$ cat src/rtl/nbp_tuple_extractor_defines.svh
// Assertion macros shared by the tuple extractor RTL.
`ifndef NBP_TUPLE_EXTRACTOR_DEFINES_SVH
`define NBP_TUPLE_EXTRACTOR_DEFINES_SVH

// Same-cycle implication, disabled during reset.
`define NBP_ASSERT_NOW(label, clk, rst, ante, cons, msg) \
   label: assert property (@(posedge clk) disable iff (rst) (ante) |-> (cons)) \
      else $error(msg);

// Next-cycle implication, disabled during reset.
`define NBP_ASSERT_NEXT(label, clk, rst, ante, cons, msg) \
   label: assert property (@(posedge clk) disable iff (rst) (ante) |=> (cons)) \
      else $error(msg);

`endif

$ cat src/rtl/nbp_pkg.sv
// Types and constants of the tuple extractor.
package nbp_pkg;

   localparam int STRING_LIMIT_DEF = 32;
   localparam int ADDR_BYTES       = 4;

   localparam int BYTE_W  = 8;
   localparam int KIND_W  = 3;
   localparam int POS_W   = 6;
   localparam int CSR_IDX_W = 2;

   localparam logic [CSR_IDX_W-1:0] CSR_WANTED_ENTRY = 2'd0;
   localparam logic [CSR_IDX_W-1:0] CSR_ENTRY_COUNT  = 2'd1;

   localparam logic [KIND_W-1:0] KIND_ADDR     = 3'd0;
   localparam logic [KIND_W-1:0] KIND_OBJ_LEN  = 3'd1;
   localparam logic [KIND_W-1:0] KIND_OBJ_CHR  = 3'd2;
   localparam logic [KIND_W-1:0] KIND_TYP_LEN  = 3'd3;
   localparam logic [KIND_W-1:0] KIND_TYP_CHR  = 3'd4;
   localparam logic [KIND_W-1:0] KIND_ZON_LEN  = 3'd5;
   localparam logic [KIND_W-1:0] KIND_ZON_CHR  = 3'd6;
   localparam logic [KIND_W-1:0] KIND_ERROR    = 3'd7;

   typedef enum logic [2:0] {
      PH_ADDR    = 3'd0,
      PH_ENUM    = 3'd1,
      PH_OBJ_LEN = 3'd2,
      PH_OBJ_CHR = 3'd3,
      PH_TYP_LEN = 3'd4,
      PH_TYP_CHR = 3'd5,
      PH_ZON_LEN = 3'd6,
      PH_ZON_CHR = 3'd7
   } phase_type;

   typedef struct packed {
      logic [BYTE_W-1:0] data_byte;
      logic              buffer_start;
   } req_beat_type;

   typedef struct packed {
      logic [KIND_W-1:0] kind;
      logic [BYTE_W-1:0] value;
      logic [POS_W-1:0]  position;
      logic              last;
   } rsp_beat_type;

   typedef struct packed {
      logic [BYTE_W-1:0] wanted_entry;
      logic [BYTE_W-1:0] entry_count;
   } cfg_type;

endpackage

$ cat src/rtl/nbp_scan.sv
// Byte-serial tuple walker: scan state and per-byte result.
`include "nbp_tuple_extractor_defines.svh"

module nbp_scan #(
   parameter int STRING_LIMIT = nbp_pkg::STRING_LIMIT_DEF
) (
   input  logic                clock,
   input  logic                reset,
   input  logic                beat_valid,
   input  nbp_pkg::req_beat_type req,
   input  nbp_pkg::cfg_type      cfg,
   output logic                res_valid,
   output nbp_pkg::rsp_beat_type res
);
   import nbp_pkg::*;

   localparam int CNT_BITS = $clog2(STRING_LIMIT + 1);
   localparam int CNT_W    = (CNT_BITS > 3) ? CNT_BITS : 3;
   localparam logic [CNT_W-1:0]  LIMIT_CNT  = CNT_W'(STRING_LIMIT);
   localparam logic [BYTE_W-1:0] LIMIT_BYTE = BYTE_W'(STRING_LIMIT);
   localparam logic [CNT_W-1:0]  ADDR_LAST  = CNT_W'(ADDR_BYTES - 1);

   logic [BYTE_W-1:0] tuple_number_ff, tuple_number_in;
   phase_type         phase_ff, phase_in;
   logic [BYTE_W-1:0] remain_ff, remain_in;
   logic [CNT_W-1:0]  count_ff, count_in;
   logic              finished_ff, finished_in;

   // state as seen after an optional restart
   logic [BYTE_W-1:0] tn;
   phase_type         ph;
   logic [BYTE_W-1:0] rem;
   logic [CNT_W-1:0]  cnt;
   logic              fin;

   logic              sel, emit, chr_ok, zone_end;
   logic [CNT_W-1:0]  cnt_a;
   logic [BYTE_W-1:0] rem_a;
   phase_type         chr_target, skip_target;
   logic [KIND_W-1:0] len_kind, chr_kind;
   rsp_beat_type      res_c;

   always_comb begin
      tn  = req.buffer_start ? BYTE_W'(1) : tuple_number_ff;
      ph  = req.buffer_start ? PH_ADDR    : phase_ff;
      rem = req.buffer_start ? '0         : remain_ff;
      cnt = req.buffer_start ? '0         : count_ff;
      fin = req.buffer_start ? 1'b0       : finished_ff;

      tuple_number_in = tn;
      phase_in        = ph;
      remain_in       = rem;
      count_in        = cnt;
      finished_in     = fin;

      sel      = (tn == cfg.wanted_entry);
      emit     = 1'b0;
      chr_ok   = (cnt < LIMIT_CNT);
      cnt_a    = chr_ok ? cnt + CNT_W'(1) : cnt;
      rem_a    = (rem != '0) ? rem - BYTE_W'(1) : '0;
      zone_end = 1'b0;

      case (ph)
         PH_OBJ_LEN, PH_OBJ_CHR: begin
            chr_target  = PH_OBJ_CHR;
            skip_target = PH_TYP_LEN;
            len_kind    = KIND_OBJ_LEN;
            chr_kind    = KIND_OBJ_CHR;
         end
         PH_TYP_LEN, PH_TYP_CHR: begin
            chr_target  = PH_TYP_CHR;
            skip_target = PH_ZON_LEN;
            len_kind    = KIND_TYP_LEN;
            chr_kind    = KIND_TYP_CHR;
         end
         default: begin
            chr_target  = PH_ZON_CHR;
            skip_target = PH_ADDR;
            len_kind    = KIND_ZON_LEN;
            chr_kind    = KIND_ZON_CHR;
         end
      endcase

      res_c.kind     = KIND_ADDR;
      res_c.value    = '0;
      res_c.position = '0;
      res_c.last     = 1'b0;

      if (!fin) begin
         if (tn == BYTE_W'(1) && ph == PH_ADDR && cnt == '0 &&
             (cfg.wanted_entry == '0 || cfg.wanted_entry > cfg.entry_count)) begin
            // bad index: one error beat, then the buffer is ignored
            emit        = 1'b1;
            res_c.kind  = KIND_ERROR;
            res_c.last  = 1'b1;
            finished_in = 1'b1;
         end else begin
            case (ph)
               PH_ADDR: begin
                  emit           = sel;
                  res_c.kind     = KIND_ADDR;
                  res_c.value    = req.data_byte;
                  res_c.position = POS_W'(cnt);
                  if (cnt == ADDR_LAST) begin
                     count_in = '0;
                     phase_in = PH_ENUM;
                  end else begin
                     count_in = cnt + CNT_W'(1);
                  end
               end
               PH_ENUM: begin
                  phase_in = PH_OBJ_LEN;
               end
               PH_OBJ_LEN, PH_TYP_LEN, PH_ZON_LEN: begin
                  emit        = sel;
                  res_c.kind  = len_kind;
                  res_c.value = (req.data_byte > LIMIT_BYTE) ? LIMIT_BYTE : req.data_byte;
                  res_c.last  = (req.data_byte == '0) && (ph == PH_ZON_LEN);
                  remain_in   = req.data_byte;
                  count_in    = '0;
                  if (req.data_byte != '0) begin
                     phase_in = chr_target;
                  end else if (ph != PH_ZON_LEN) begin
                     phase_in = skip_target;
                  end else begin
                     finished_in     = sel;
                     tuple_number_in = tn + BYTE_W'(1);
                     phase_in        = PH_ADDR;
                  end
               end
               PH_OBJ_CHR, PH_TYP_CHR, PH_ZON_CHR: begin
                  emit           = sel && chr_ok;
                  zone_end       = (ph == PH_ZON_CHR) && (cnt_a >= LIMIT_CNT || rem_a == '0);
                  res_c.kind     = chr_kind;
                  res_c.value    = req.data_byte;
                  res_c.position = POS_W'(cnt_a);
                  res_c.last     = zone_end;
                  count_in       = cnt_a;
                  remain_in      = rem_a;
                  if (emit && zone_end) begin
                     finished_in = 1'b1;
                  end else if (rem_a == '0) begin
                     count_in = '0;
                     if (ph != PH_ZON_CHR) begin
                        phase_in = skip_target;
                     end else begin
                        tuple_number_in = tn + BYTE_W'(1);
                        phase_in        = PH_ADDR;
                     end
                  end
               end
               default: begin
                  phase_in  = PH_ADDR;
                  count_in  = '0;
                  remain_in = '0;
               end
            endcase
         end
      end
   end

   always_ff @(posedge clock) begin
      if (reset) begin
         tuple_number_ff <= BYTE_W'(1);
         phase_ff        <= PH_ADDR;
         remain_ff       <= '0;
         count_ff        <= '0;
         finished_ff     <= 1'b0;
      end else if (beat_valid) begin
         tuple_number_ff <= tuple_number_in;
         phase_ff        <= phase_in;
         remain_ff       <= remain_in;
         count_ff        <= count_in;
         finished_ff     <= finished_in;
      end
   end

   assign res_valid = beat_valid && emit;
   assign res       = res_c;

   `NBP_ASSERT_NOW(a_quiet_when_done, clock, reset,
      beat_valid && !req.buffer_start && finished_ff, !res_valid,
      "result produced after scan finished")
   `NBP_ASSERT_NEXT(a_last_finishes, clock, reset,
      res_valid && res.last, finished_ff,
      "final beat did not end the scan")
   `NBP_ASSERT_NOW(a_addr_count, clock, reset,
      phase_ff == PH_ADDR, count_ff <= ADDR_LAST,
      "address byte count out of range")

endmodule

$ cat src/rtl/nbp_rsp_buf.sv
// Two-entry result buffer between the scan logic and the rsp channel.
`include "nbp_tuple_extractor_defines.svh"

module nbp_rsp_buf (
   input  logic                  clock,
   input  logic                  reset,
   input  logic                  in_valid,
   input  nbp_pkg::rsp_beat_type in_beat,
   output logic                  space,
   output logic                  out_valid,
   input  logic                  out_ready,
   output nbp_pkg::rsp_beat_type out_beat
);
   import nbp_pkg::*;

   logic         main_valid_ff, main_valid_in;
   logic         skid_valid_ff, skid_valid_in;
   rsp_beat_type main_ff, main_in;
   rsp_beat_type skid_ff, skid_in;
   logic         main_free;

   always_comb begin
      main_free     = !main_valid_ff || out_ready;
      main_valid_in = main_valid_ff;
      skid_valid_in = skid_valid_ff;
      main_in       = main_ff;
      skid_in       = skid_ff;
      if (main_free) begin
         if (skid_valid_ff) begin
            main_valid_in = 1'b1;
            main_in       = skid_ff;
            skid_valid_in = in_valid;
            skid_in       = in_beat;
         end else begin
            main_valid_in = in_valid;
            main_in       = in_beat;
         end
      end else if (in_valid) begin
         skid_valid_in = 1'b1;
         skid_in       = in_beat;
      end
   end

   always_ff @(posedge clock) begin
      if (reset) begin
         main_valid_ff <= 1'b0;
         skid_valid_ff <= 1'b0;
      end else begin
         main_valid_ff <= main_valid_in;
         skid_valid_ff <= skid_valid_in;
      end
   end

   always_ff @(posedge clock) begin
      main_ff <= main_in;
      skid_ff <= skid_in;
   end

   assign space     = !skid_valid_ff;
   assign out_valid = main_valid_ff;
   assign out_beat  = main_ff;

   `NBP_ASSERT_NOW(a_no_overflow, clock, reset,
      in_valid, !skid_valid_ff,
      "push into full result buffer")
   `NBP_ASSERT_NOW(a_skid_behind_main, clock, reset,
      skid_valid_ff, main_valid_ff,
      "skid entry held with empty output register")
   `NBP_ASSERT_NEXT(a_skid_moves_up, clock, reset,
      skid_valid_ff && out_ready, main_valid_ff,
      "skid entry lost on pop")

endmodule

$ cat src/rtl/nbp_tuple_extractor.sv
// Top level of the name-lookup reply tuple extractor.
//
// Takes a reply buffer one byte per req beat and returns the wanted tuple
// (wanted_entry, one-based) as rsp beats: four address bytes, then for the
// object, type and zone strings a clipped length beat followed by up to
// STRING_LIMIT character beats. Other tuples and the enumerator byte give
// no beat. A wanted index of zero or above entry_count gives a single error
// beat on the first byte and the rest of the buffer is dropped until a
// beat with buffer_start set. Throughput is one byte per clock while
// req_ready is high. The per-byte work is a single pass of short logic
// into the result register, and a two-entry output buffer keeps req_ready
// high until two results are stalled on rsp.
// The csr port is always ready; write it only while the block is idle.
`include "nbp_tuple_extractor_defines.svh"

module nbp_tuple_extractor #(
   parameter int STRING_LIMIT = nbp_pkg::STRING_LIMIT_DEF
) (
   input  logic                            clock,
   input  logic                            reset,
   // byte input
   input  logic                            req_valid,
   output logic                            req_ready,
   input  nbp_pkg::req_beat_type           req_beat,
   // result output
   output logic                            rsp_valid,
   input  logic                            rsp_ready,
   output nbp_pkg::rsp_beat_type           rsp_beat,
   // register writes
   input  logic                            csr_valid,
   output logic                            csr_ready,
   input  logic [nbp_pkg::CSR_IDX_W-1:0]   csr_index,
   input  logic [nbp_pkg::BYTE_W-1:0]      csr_wdata
);
   import nbp_pkg::*;

   cfg_type      cfg_ff, cfg_in;
   logic         req_accept;
   logic         res_valid;
   rsp_beat_type res;
   logic         buf_space;

   // registers: writes to unknown indexes are dropped
   always_comb begin
      cfg_in = cfg_ff;
      if (csr_valid) begin
         case (csr_index)
            CSR_WANTED_ENTRY: cfg_in.wanted_entry = csr_wdata;
            CSR_ENTRY_COUNT:  cfg_in.entry_count  = csr_wdata;
            default:          cfg_in = cfg_ff;
         endcase
      end
   end

   always_ff @(posedge clock) begin
      if (reset) begin
         cfg_ff.wanted_entry <= BYTE_W'(1);
         cfg_ff.entry_count  <= '0;
      end else begin
         cfg_ff <= cfg_in;
      end
   end

   assign csr_ready  = 1'b1;
   assign req_ready  = buf_space;
   assign req_accept = req_valid && buf_space;

   // tuple walker: one byte per beat
   nbp_scan #(
      .STRING_LIMIT (STRING_LIMIT)
   ) u_scan (
      .clock      (clock),
      .reset      (reset),
      .beat_valid (req_accept),
      .req        (req_beat),
      .cfg        (cfg_ff),
      .res_valid  (res_valid),
      .res        (res)
   );

   // result register plus skid entry
   nbp_rsp_buf u_rsp_buf (
      .clock     (clock),
      .reset     (reset),
      .in_valid  (res_valid),
      .in_beat   (res),
      .space     (buf_space),
      .out_valid (rsp_valid),
      .out_ready (rsp_ready),
      .out_beat  (rsp_beat)
   );

endmodule
$ cat config.mk
export PLATFORM = sky130hd
export DESIGN_NAME = nbp_tuple_extractor
export DESIGN_NICKNAME = d
export VERILOG_FILES = /design/src/rtl/nbp_pkg.sv /design/src/rtl/nbp_scan.sv /design/src/rtl/nbp_rsp_buf.sv /design/src/rtl/nbp_tuple_extractor.sv
export VERILOG_INCLUDE_DIRS = /design/src /design/src/rtl
export SDC_FILE = /design/constraint.sdc
export NUM_CORES = 1
export LEC_CHECK = 0
export BUFFER_PORTS_ARGS = -buffer_cell sky130_fd_sc_hd__buf_2
export CAP_MARGIN = 5
export CORE_MARGIN = 5
export CORE_UTILIZATION = 40
export CTS_CLUSTER_DIAMETER = 30
export DETAILED_ROUTE_END_ITERATION = 8
export REMOVE_ABC_BUFFERS = 1
export SYNTH_ARGS = -nofsm -noshare
export SYNTH_HDL_FRONTEND = slang
export SYNTH_SLANG_ARGS = --single-unit
export TNS_END_PERCENT = 20
$ cat constraint.sdc
create_clock -name clock -period 4.6 [get_ports clock]
set_input_delay 0.23 -clock clock [delete_from_list [all_inputs] [get_ports clock]]
set_output_delay 0.23 -clock clock [all_outputs]
set_load 0.005 [all_outputs]
==> out/metrics.cfg <==
[run_status]
status=completed

[detailed_routing]
totalWireLength_um=14100
vias_per_cell=5.99
drcViolationCount=0
drt_iter0_markers=363
num_vias=4856
wl_per_cell_um=17.3
drt-pass1-iter-count=5
ant_nets=0

[clock_tree]
path_clk_slew_ns=0.07
clockRootBuffer=clkbuf_16
clock_sinks=80
cts_buffers=9
cts_resized=0
cts_max_level=3
clockBufferDepth=2
cts_tree=yes
clk_latency_ns=0.35
hold_buffers=0
post_cts_buffers=0

[logic_synthesis]
synth-edff-count=36
ys_async_sr_fraction_pct=0
synth.ff_latch_count=80
yosysWarnings=0
synth_cells=616
avgSynthCellArea_sq_um=8.41
synth.distinct_cells=76
synth_seq_area_share_pct=37.9
ys.flop_type=dfxtp_1
synth_area_sq_um=5180

[hold_path]
hp-class=primary input to flip-flop

[die]
die_w_um=124
die-area_sq_um=15300
start_util_pct=40.9
io_pins=45
core_sq_um=12700
die_y_um=124
num_rows=41

[sta]
fmax_ghz=0.319
slew_headroom_pct=35.6
hold_viol=0
tightest_slew_ns=0.966
grt_setup_unrepaired=false
slew_violations=0
fin_crit_sh_pct=68.1
finalSetupTns_ns=0
finClkSkew_ns=0.0121
finalSetupViolations=0
post-route-min-period_ns=3.13

[setup_path]
worstPathArrival_ns=3.40
cp-end-kind=flip-flop
worst_path_max_delay_cell=dfxtp_1
worst-path-buf-inv=1
cp-start-kind=flip-flop
cp.required_ns=4.87
worstPathCellList=buf_4, nor2b_1, nand3_1, nand2b_1, nor3_1, o21ai_2, or4_1, a21oi_1
max_stage_delay_ns=0.62
cp_max_fo=13
cpLargestDelayFamily=simple AND/OR/NAND/NOR gates
criticalPathCategory=flip-flop to flip-flop

[power]
p_leak_nw=2.18
finalPower_w=0.00193
max-vdd-ir-drop_mv=0.174
power_density_nw_per_um2=335

[placed_design]
place_congestion=0.980
io_buffer_count=43
placed_cell_area_sq_um=5490
dpl.hpwl_um=10000

[final_layout]
nFillCells=1249
final_core_util_pct=45.5
multi_input_area_sq_um=2960
antenna_cells=0
fin_nets=672
seq_area_sq_um=1960
final_area_sq_um=5760
drive_gt1_share_pct=14.2
synthToLayoutAreaGrowth_pct=11.2

[grt]
antenna_found_initial=0
globalRouteOverflowTotal=0
grt_max_degree=45
grt_pass1_wl_um=22900
track_usage_pct=18.9
first_global_vias=4523

[job]
maxCapViolCount=0

-- state kept, by name, summed over array words and instances, names as in the netlist --
name / flops
u_scan.phase_ff: 3
u_rsp_buf.skid_ff: 18
u_scan.finished_ff: 1
cfg_ff: 16
u_scan.count_ff: 6
u_rsp_buf.out_valid: 1
u_scan.remain_ff: 8
u_scan.tuple_number_ff: 8
u_rsp_buf.skid_valid_ff: 1
u_rsp_buf.out_beat: 18
-- cell families (layout without fill, tap and decap cells) --
family                   after synthesis  after routing  share of synthesized area [%]
buffers and inverters                 67             90                           5.14
multiplexers                          28             28                           5.72
XOR/XNOR                               7              7                           1.18
flip-flops                            80             80                           37.9
AO/OA/AOI/OAI                        161            161                           21.3
other                                  1              1                         0.0724
AND/OR/NAND/NOR                      258            258                           25.4
adder cells (fa/ha/maj)               14             14                           3.38
-- tightest hold or removal path, stage by stage --
cell      delay [ns]
buf_2           0.09
nand2_1         0.05
o211ai_1        0.07
-- Yosys cell counts (all sizes together), types with 5 or more instances --
master / instances / share of area [%]
a21o: 5 / 0.72
a21oi: 39 / 3.8
a31oi: 6 / 0.72
a32oi: 5 / 0.85
and3: 10 / 1.2
buf: 9 / 0.94
clkbuf: 33 / 2.4
dfxtp: 44 / 17
edfxtp: 36 / 21
ha: 14 / 3.4
inv: 25 / 1.8
mux2: 10 / 2.2
mux2i: 18 / 3.5
nand2: 56 / 4.1
nand2b: 9 / 1.1
nand3: 20 / 1.9
nand3b: 5 / 0.72
nor2: 82 / 6.2
nor2b: 11 / 1.3
nor3: 28 / 3.1
nor4: 8 / 1.1
o211ai: 8 / 1.2
o21a: 5 / 0.72
o21ai: 32 / 3.2
o221ai: 7 / 1.3
o22ai: 6 / 0.72
o31ai: 13 / 2.0
or4: 6 / 1.0
xor2: 6 / 1.0
-- final timing paths --
kind	startpoint	endpoint	slack, ns	cells after the start
worst max register to register	u_scan.phase_ff[0]$_SDFFE_PP0P_	u_scan.count_ff[5]$_SDFFE_PP0P_	1.47	8
worst min register to register	cfg_ff[4]$_SDFFE_PP0P_	cfg_ff[4]$_SDFFE_PP0P_	0.50	2
worst min-delay path	csr_wdata[0]	cfg_ff[8]$_SDFFE_PP1P_	0.13	3
worst max-delay path	u_scan.phase_ff[0]$_SDFFE_PP0P_	u_scan.count_ff[5]$_SDFFE_PP0P_	1.47	8
-- per-stage QoR --
step                      hold WS [ns]  worst slack [ns]  std cells
after detailed placement         0.488              1.32        795
after floorplan                  0.299              1.14        574
after CTS                        0.118              1.55        811
after global routing             0.141              1.37        811
after global placement           0.473              1.46        795
final                            0.125              1.47        811
-- routing by layer --
layer | wire length, um | vias up | global-route usage, %
li1 | - | 2315 | -
met1 | 6110 | 2283 | 24.5
met2 | 6560 | 223 | 30.4
met3 | 989 | 35 | 4.04
met4 | 406 | 0 | 8.24
met5 | 0 | - | 0
-- power breakdown --
| group | internal, W | switching (W) |
|---|---|---|
| combinational | 0.000147 | 0.000249 |
| sequential | 0.000822 | 0.0000396 |
| clock | 0.000367 | 0.000307 |
-- layout make-up --
| cell class | count | area share [%] |
|---|---|---|
| sequential | 80 | 34.0 |
| multi-input combinational | 469 | 51.3 |
| clock buffer | 10 | 3.97 |
| tap | 172 | 3.74 |
| timing repair buffer | 49 | 4.52 |
| inverter | 25 | 1.63 |
| clock inverter | 6 | 0.782 |
-- cells in the final DEF (no fill, tap or decap), types with 7 or more instances in the layout --
| cell type | Yosys | routed |
|---|---|---|
| mux2i_1 | 18 | 18 |
| inv_1 | 24 | 24 |
| nor3_1 | 25 | 25 |
| nand2b_1 | 9 | 9 |
| dfxtp_1 | 44 | 44 |
| mux2_2 | 8 | 8 |
| nor2b_1 | 11 | 11 |
| o211ai_1 | 8 | 8 |
| o31ai_1 | 12 | 11 |
| clkbuf_16 | 0 | 9 |
| edfxtp_1 | 36 | 36 |
| nand2_1 | 56 | 56 |
| a21oi_1 | 39 | 39 |
| nor4_1 | 7 | 7 |
| nor2_1 | 79 | 79 |
| buf_2 | 3 | 43 |
| ha_1 | 14 | 14 |
| nand3_1 | 20 | 20 |
| o21ai_0 | 26 | 26 |
| and3_1 | 10 | 10 |
(Power assumes the default switching activity.)
